<file path="src/rtl/kps_pkg.sv">
`default_nettype none

package kps_pkg;

  localparam int unsigned ROWS_W = 4;
  localparam int unsigned COLS_W = 4;
  localparam int unsigned CNT_W  = 3;
  localparam int unsigned IDX_W  = 2;
  localparam int unsigned DEB_W  = 16;
  localparam int unsigned CODE_W = 8;
  localparam int unsigned MAP_W  = 64;
  localparam int unsigned CFG_IDX_W = 3;

  localparam int unsigned DEF_MAX_ROWS = 4;
  localparam int unsigned DEF_MAX_COLS = 4;

  // register indexes of the configuration port
  localparam logic [CFG_IDX_W-1:0] REG_ROWS_USED   = 3'd0;
  localparam logic [CFG_IDX_W-1:0] REG_COLS_USED   = 3'd1;
  localparam logic [CFG_IDX_W-1:0] REG_DEBOUNCE    = 3'd2;
  localparam logic [CFG_IDX_W-1:0] REG_KEYMAP_LOW  = 3'd3;
  localparam logic [CFG_IDX_W-1:0] REG_KEYMAP_HIGH = 3'd4;

  localparam logic [CNT_W-1:0] RESET_ROWS_USED = 3'd4;
  localparam logic [CNT_W-1:0] RESET_COLS_USED = 3'd4;
  localparam logic [DEB_W-1:0] RESET_DEBOUNCE  = 16'd20;

  typedef struct packed {
    logic [ROWS_W-1:0] row_drive;
    logic              key_valid;
    logic [CODE_W-1:0] key_code;
    logic [IDX_W-1:0]  key_row;
    logic [IDX_W-1:0]  key_col;
  } kps_result_t;

endpackage

`default_nettype wire

</file>
<file path="src/rtl/kps_core.sv">
`default_nettype none

module kps_core import kps_pkg::*; #(
  parameter int unsigned MAX_ROWS = DEF_MAX_ROWS,
  parameter int unsigned MAX_COLS = DEF_MAX_COLS
) (
  input  wire logic                 clk,
  input  wire logic                 rst_n,
  input  wire logic                 cfg_we,
  input  wire logic [CFG_IDX_W-1:0] cfg_index,
  input  wire logic [MAP_W-1:0]     cfg_data,
  input  wire logic                 step,
  input  wire logic [COLS_W-1:0]    column_levels,
  output kps_result_t               result
);

  localparam logic [1:0] PH_RELEASE  = 2'd0;
  localparam logic [1:0] PH_PRESS    = 2'd1;
  localparam logic [1:0] PH_DEBOUNCE = 2'd2;
  localparam logic [1:0] PH_SCAN     = 2'd3;

  localparam logic [CNT_W-1:0] MAX_ROWS_C = CNT_W'(MAX_ROWS);
  localparam logic [CNT_W-1:0] MAX_COLS_C = CNT_W'(MAX_COLS);

  logic [CNT_W-1:0] rows_used_r;
  logic [CNT_W-1:0] cols_used_r;
  logic [DEB_W-1:0] debounce_ticks_r;
  logic [MAP_W-1:0] keymap_low_r;
  logic [MAP_W-1:0] keymap_high_r;

  logic [1:0]       phase_r, phase_nxt;
  logic [IDX_W-1:0] scan_row_r, scan_row_nxt;
  logic [DEB_W-1:0] debounce_count_r, debounce_count_nxt;

  logic [CNT_W-1:0] rows, cols;
  logic [IDX_W-1:0] col;
  logic             any_low;
  logic [IDX_W-1:0] row_inc;
  logic [DEB_W-1:0] count_inc;
  logic [4:0]       idx_full;
  logic [3:0]       idx;
  logic [MAP_W-1:0] map_word;
  logic [MAP_W-1:0] map_shifted;

  always_ff @(posedge clk) begin
    if (!rst_n) begin
      rows_used_r      <= RESET_ROWS_USED;
      cols_used_r      <= RESET_COLS_USED;
      debounce_ticks_r <= RESET_DEBOUNCE;
      keymap_low_r     <= '0;
      keymap_high_r    <= '0;
    end else if (cfg_we) begin
      case (cfg_index)
        REG_ROWS_USED:   rows_used_r      <= cfg_data[CNT_W-1:0];
        REG_COLS_USED:   cols_used_r      <= cfg_data[CNT_W-1:0];
        REG_DEBOUNCE:    debounce_ticks_r <= cfg_data[DEB_W-1:0];
        REG_KEYMAP_LOW:  keymap_low_r     <= cfg_data;
        REG_KEYMAP_HIGH: keymap_high_r    <= cfg_data;
        default: ;
      endcase
    end
  end

  always_comb begin
    if (rows_used_r == '0) rows = CNT_W'(1);
    else if (rows_used_r > MAX_ROWS_C) rows = MAX_ROWS_C;
    else rows = rows_used_r;
    if (cols_used_r == '0) cols = CNT_W'(1);
    else if (cols_used_r > MAX_COLS_C) cols = MAX_COLS_C;
    else cols = cols_used_r;
  end

  // lowest pulled-low column among the wired ones
  always_comb begin
    col     = '0;
    any_low = 1'b0;
    for (int c = COLS_W - 1; c >= 0; c--) begin
      if ((CNT_W'(c) < cols) && !column_levels[c]) begin
        col     = IDX_W'(c);
        any_low = 1'b1;
      end
    end
  end

  assign row_inc     = scan_row_r + IDX_W'(1);
  assign count_inc   = debounce_count_r + DEB_W'(1);
  assign idx_full    = (5'(cols) * 5'(scan_row_r)) + 5'(col);
  assign idx         = idx_full[3:0];
  assign map_word    = idx[3] ? keymap_high_r : keymap_low_r;
  assign map_shifted = map_word >> {idx[2:0], 3'b000};

  always_comb begin
    phase_nxt          = phase_r;
    scan_row_nxt       = scan_row_r;
    debounce_count_nxt = debounce_count_r;
    result             = '0;
    case (phase_r)
      PH_RELEASE: begin
        if (!any_low) phase_nxt = PH_PRESS;
      end
      PH_PRESS: begin
        if (any_low) begin
          debounce_count_nxt = '0;
          if (debounce_ticks_r == '0) begin
            phase_nxt    = PH_SCAN;
            scan_row_nxt = '0;
          end else begin
            phase_nxt = PH_DEBOUNCE;
          end
        end
      end
      PH_DEBOUNCE: begin
        debounce_count_nxt = count_inc;
        if (count_inc >= debounce_ticks_r) begin
          if (any_low) begin
            phase_nxt    = PH_SCAN;
            scan_row_nxt = '0;
          end else begin
            phase_nxt = PH_PRESS;
          end
        end
      end
      default: begin
        if ((CNT_W'(scan_row_r) < rows) && any_low) begin
          result.key_valid = 1'b1;
          result.key_code  = map_shifted[CODE_W-1:0];
          result.key_row   = scan_row_r;
          result.key_col   = col;
        end
        scan_row_nxt = row_inc;
        // past the last wired row: go back to waiting for release
        if ((row_inc == '0) || (CNT_W'(row_inc) >= rows)) begin
          phase_nxt    = PH_RELEASE;
          scan_row_nxt = '0;
        end
      end
    endcase

    result.row_drive = '1;
    for (int r = 0; r < ROWS_W; r++) begin
      if ((CNT_W'(r) < rows) &&
          ((phase_nxt != PH_SCAN) || (IDX_W'(r) == scan_row_nxt)))
        result.row_drive[r] = 1'b0;
    end
  end

  always_ff @(posedge clk) begin
    if (!rst_n) begin
      phase_r          <= PH_RELEASE;
      scan_row_r       <= '0;
      debounce_count_r <= '0;
    end else if (step) begin
      phase_r          <= phase_nxt;
      scan_row_r       <= scan_row_nxt;
      debounce_count_r <= debounce_count_nxt;
    end
  end

endmodule

`default_nettype wire

</file>
<file path="src/rtl/matrix_keypad_scanner.sv">
`default_nettype none

// Matrix keypad scanner with debounce.
// Input channel: one request per tick carrying the column levels sampled under
// the row drive of the previous result (in_valid / in_stall). Each accepted
// request yields exactly one result on the output channel: the row drive for
// the next tick, plus a key report (valid, code, row, column) during the scan.
// Configuration: cfg_valid / cfg_ready write register cfg_index with cfg_data;
// cfg_ready is always high. Write only while the block is idle.
// An accepted result is registered in the output register, or in the skid entry
// while the output waits. Throughput: one request per cycle while in_stall is
// low; the whole step (column search, keymap byte select, phase update) sits
// between the input port and the output register.
// Stalls: an output register plus one skid entry; in_stall rises only once the
// skid entry holds a result, so a request is still taken while the output
// waits. Nothing is lost or repeated under stall.
// Reset (rst_n low, synchronous): output and skid empty, phase is waiting for
// release, registers take their defaults (4 rows, 4 columns, 20 ticks,
// keymaps zero).
module matrix_keypad_scanner import kps_pkg::*; #(
  parameter int unsigned MAX_ROWS = DEF_MAX_ROWS,
  parameter int unsigned MAX_COLS = DEF_MAX_COLS
) (
  input  wire logic                 clk,
  input  wire logic                 rst_n,
  input  wire logic                 in_valid,
  output logic                      in_stall,
  input  wire logic [COLS_W-1:0]    in_column_levels,
  output logic                      out_valid,
  input  wire logic                 out_stall,
  output logic [ROWS_W-1:0]         out_row_drive,
  output logic                      out_key_valid,
  output logic [CODE_W-1:0]         out_key_code,
  output logic [IDX_W-1:0]          out_key_row,
  output logic [IDX_W-1:0]          out_key_col,
  input  wire logic                 cfg_valid,
  output logic                      cfg_ready,
  input  wire logic [CFG_IDX_W-1:0] cfg_index,
  input  wire logic [MAP_W-1:0]     cfg_data
);

  logic        in_fire, out_fire;
  kps_result_t step_result;
  kps_result_t out_r, skid_r;
  logic        out_valid_r, skid_valid_r;

  assign cfg_ready = 1'b1;
  assign in_stall  = skid_valid_r;
  assign in_fire   = in_valid && !in_stall;
  assign out_fire  = out_valid_r && !out_stall;

  kps_core #(
    .MAX_ROWS (MAX_ROWS),
    .MAX_COLS (MAX_COLS)
  ) u_core (
    .clk           (clk),
    .rst_n         (rst_n),
    .cfg_we        (cfg_valid && cfg_ready),
    .cfg_index     (cfg_index),
    .cfg_data      (cfg_data),
    .step          (in_fire),
    .column_levels (in_column_levels),
    .result        (step_result)
  );

  always_ff @(posedge clk) begin
    if (!rst_n) begin
      out_valid_r  <= 1'b0;
      skid_valid_r <= 1'b0;
    end else begin
      if (!out_valid_r || out_fire) begin
        // refill from skid first, else from the new request
        if (skid_valid_r) begin
          out_valid_r  <= 1'b1;
          skid_valid_r <= 1'b0;
        end else begin
          out_valid_r <= in_fire;
        end
      end else if (in_fire) begin
        skid_valid_r <= 1'b1;
      end
    end
  end

  always_ff @(posedge clk) begin
    if (!out_valid_r || out_fire) begin
      if (skid_valid_r) out_r <= skid_r;
      else if (in_fire) out_r <= step_result;
    end
    if (in_fire && out_valid_r && !out_fire) skid_r <= step_result;
  end

  assign out_valid     = out_valid_r;
  assign out_row_drive = out_r.row_drive;
  assign out_key_valid = out_r.key_valid;
  assign out_key_code  = out_r.key_code;
  assign out_key_row   = out_r.key_row;
  assign out_key_col   = out_r.key_col;

endmodule

`default_nettype wire

</file>
<file path="config.mk">
export PLATFORM = sky130hd
export DESIGN_NAME = matrix_keypad_scanner
export DESIGN_NICKNAME = d
export VERILOG_FILES = /design/src/rtl/kps_pkg.sv /design/src/rtl/kps_core.sv /design/src/rtl/matrix_keypad_scanner.sv
export SDC_FILE = /design/constraint.sdc
export NUM_CORES = 1
export LEC_CHECK = 0
export BUFFER_PORTS_ARGS = -buffer_cell sky130_fd_sc_hd__buf_4
export CORE_MARGIN = 3
export CORE_UTILIZATION = 30
export CTS_CLUSTER_DIAMETER = 120
export DETAILED_ROUTE_END_ITERATION = 8
export GPL_TIMING_DRIVEN = 0
export SLEW_MARGIN = 20
export SYNTH_ARGS = -nofsm -noshare
export SYNTH_HDL_FRONTEND = slang
export SYNTH_SLANG_ARGS = --single-unit
</file>
<file path="constraint.sdc">
create_clock -name clk -period 9.15 [get_ports clk]
set_clock_uncertainty 0.05 [all_clocks]
set_input_delay 0.4575 -clock clk [delete_from_list [all_inputs] [get_ports clk]]
set_output_delay 0.4575 -clock clk [all_outputs]
set_load 0.01 [all_outputs]
</file>
==> flow_summary.ini <==
[routing]
viasPerCell = 4.77
drtPass1Iterations = 5
drt-total-wl_um = 26700
ant_nets = 0
drtIter0Drc = 489
routedWlPerCell_um = 16.2
vias = 7872
drc_errors = 0

[yosys]
yosysTopAreaCell = dfxtp_1
synthTopCellsByCount = 311 x nand2_1, 172 x dfxtp_1, 143 x a21boi_0
ys.warnings.count = 0
ys_seq_elements = 206
yosysMostFrequentCell = nand2_1
synthArstFlopShare_pct = 0
syn_area_um2 = 9950
syn_area_per_cell_um2 = 9.33
ys_types = 62
synth_cells = 1067
synth_seq_area_share_pct = 44.8
syn_nets = 1170
synthFlopType = dfxtp_1
synth_top_area_share_pct = 34.6
synthTopCellsByArea = dfxtp_1 35%, nand2_1 12%, a21boi_0 11%, edfxtp_1 10%, mux4_2 7.2%
synth_edf_count = 34

[timing]
rsz0062_at_grt = false
final.period_utilization_pct = 49.4
clock.fmax_ghz = 0.221
hold_violations = 0
fin_setup_tns_ps = 0
finalSetupViolCount = 0
maxSlewHeadroom_pct = 44.4
slew_viol_final = 0
tightest_slew_ps = 833
fin_crit_ps = 4520

[global_routing]
grt_use_total_pct = 14.9
met2_usage_pct = 24.0
use_met3_pct = 2.79
grt_pass1_wl_um = 42300
grt_pass1_vias = 7592
grt_antenna_before_repair = 2
grt-ovfl-total = 0
grt_util_met1_pct = 20.5
gr-max-usage-layer = met2
grt_max_degree = 18

[die]
num_io_pins = 96
fp.dieW_um = 188
dieArea_um2 = 35400
die_h_um = 188
start_util_pct = 30.5
core_area_um2 = 32600
num_rows = 66

[cells_and_area]
synthToLayoutAreaGrowth_pct = 21.5
final_nets = 1290
drive_above_1_share_pct = 16.4
final_cells = 1651

[flow_run]
max-cap-violations = 0

[worst_setup_path]
startpoint = u_core.cols_used_r[2]$_SDFFE_PN1P_
cp_data_required_time_ps = 9370
endpoint_kind = flop
crit_path_start_kind = flop
r2r-start = u_core.cols_used_r[2]$_SDFFE_PN1P_
worst-path-max-fanout = 10
path_class = reg2reg
crit_arrival_ps = 4750

[placed_design]
io_buffers = 93
dp_cells = 1602
hpwl_um = 19600
place_congestion = 0.891

[clock_tree]
post_cts.repair.setup_buffers = 0
clk_pin_slew_ps = 60
htreeDepth = 1
cts_resized = 0
cts_buffer_depth = 3
cts_tree = done
cts_root_buffer = clkbuf_16
ctsHoldBuffers = 0
cts_buffers = 25
clk-insertion-delay-late_ps = 520
cts.sinks = 206

[power]
power_mw = 2.17
ir_drop_v = 0.000127
cellLeakagePower_nw = 4.36
power.density_nw_per_um2 = 180

[hold_path]
min_from = cfg_data[21]
min_path_type = in2reg

[run_status]
status = finished, final reports clean
## final timing paths
kind,slack [ps],end,cells after the start
hold reg to reg,410,u_core.keymap_low_r[19]$_SDFFE_PN0P_,2
setup reg to reg,4630,out_key_code[5]$_DFFE_PP_,16
hold / removal,150,u_core.keymap_low_r[21]$_SDFFE_PN0P_,3
setup / recovery,4630,out_key_code[5]$_DFFE_PP_,16
## where the power goes
group,internal [mW],leakage (nW),switching [mW]
combinational,0.0793,2.23,0.101
clock,0.652,0.429,0.385
sequential,0.943,1.70,0.0119
## flip-flops by register name (all words and copies together) (netlist names), 4 cells and up
| signal | cells |
|---|---|
| u_core.keymap_low_r | 64 |
| u_core.debounce_count_r | 16 |
| out_row_drive | 4 |
| out_key_code | 8 |
| u_core.debounce_ticks_r | 16 |
| u_core.keymap_high_r | 64 |
| skid_r | 17 |
## layout by cell type (no fill, tap or decap), types with 5 or more instances in the layout
cell	Yosys	final
a211oi_1	9	9
a21boi_0	143	143
a21o_1	5	5
a21oi_1	25	24
a22o_1	8	8
a22oi_1	11	11
and2_1	19	19
and3_1	6	6
buf_1	6	6
buf_2	8	8
buf_4	3	96
clkbuf_1	53	59
clkbuf_16	0	25
clkbuf_8	0	8
dfxtp_1	172	172
edfxtp_1	34	34
ha_1	25	25
inv_1	25	25
mux2i_1	13	13
mux4_2	32	32
nand2_1	311	311
nand3_1	13	13
nor2_1	23	22
nor2b_1	32	32
o21ai_0	11	11
xnor2_1	8	8
xor2_1	6	6
## area by class of cell
| type | count | area, um^2 |
|---|---|---|
| tap | 442 | 553 |
| antenna | 4 | 10.0 |
| fill | 3303 | 20500 |
| sequential | 206 | 4460 |
| multi-input combinational | 762 | 5080 |
| inverter | 26 | 97.6 |
| clock inverter | 6 | 114 |
| clock buffer | 39 | 758 |
| buffer | 73 | 318 |
| timing repair buffer | 93 | 698 |
## routing by layer
| layer | vias to the layer above | part of all wire [%] |
|---|---|---|
| met5 | - | 0 |
| met4 | 0 | 2.1 |
| met3 | 34 | 5.8 |
| met2 | 196 | 46 |
| met1 | 3713 | 47 |
| li1 | 3929 | - |
## per-stage QoR
stage | util [%] | hold slack, ps | cell area, um^2 | setup slack [ps]
floorplan | - | 390 | 9950 | 5370
detailed placement | 34.4 | 405 | 11200 | 4530
global placement | 34.4 | 398 | 11200 | 4520
global route | 37.1 | 141 | 12100 | 4390
finish | 37.1 | 152 | 12100 | 4630
CTS | 37.0 | 133 | 12100 | 4700
## cell families (layout without fill, tap and decap cells)
family	count (synthesis)	count (layout)	synth area share (%)
flip-flops	206	206	44.8
XOR/XNOR	16	16	1.56
adder cells (fa/ha/maj)	27	27	3.54
AND/OR/NAND/NOR	429	429	18.9
multiplexers	48	48	8.89
buffers and inverters	99	237	4.17
other	1	5	0.0377
AO/OA/AOI/OAI	241	241	18.1
## worst max-delay path: stages (launching register included)
cell      delay [ps]
dfxtp_1          300
buf_6            130
a21boi_2         150
o211ai_1         320
fa_1             480
inv_1             70
ha_1             130
inv_1             40
fa_1             400
xnor2_2          160
xnor2_2          390
buf_4            310
buf_6            200
mux4_2           320
mux2i_1          350
a21oi_1          230
a22o_1           230
(Power assumes the default switching activity.)
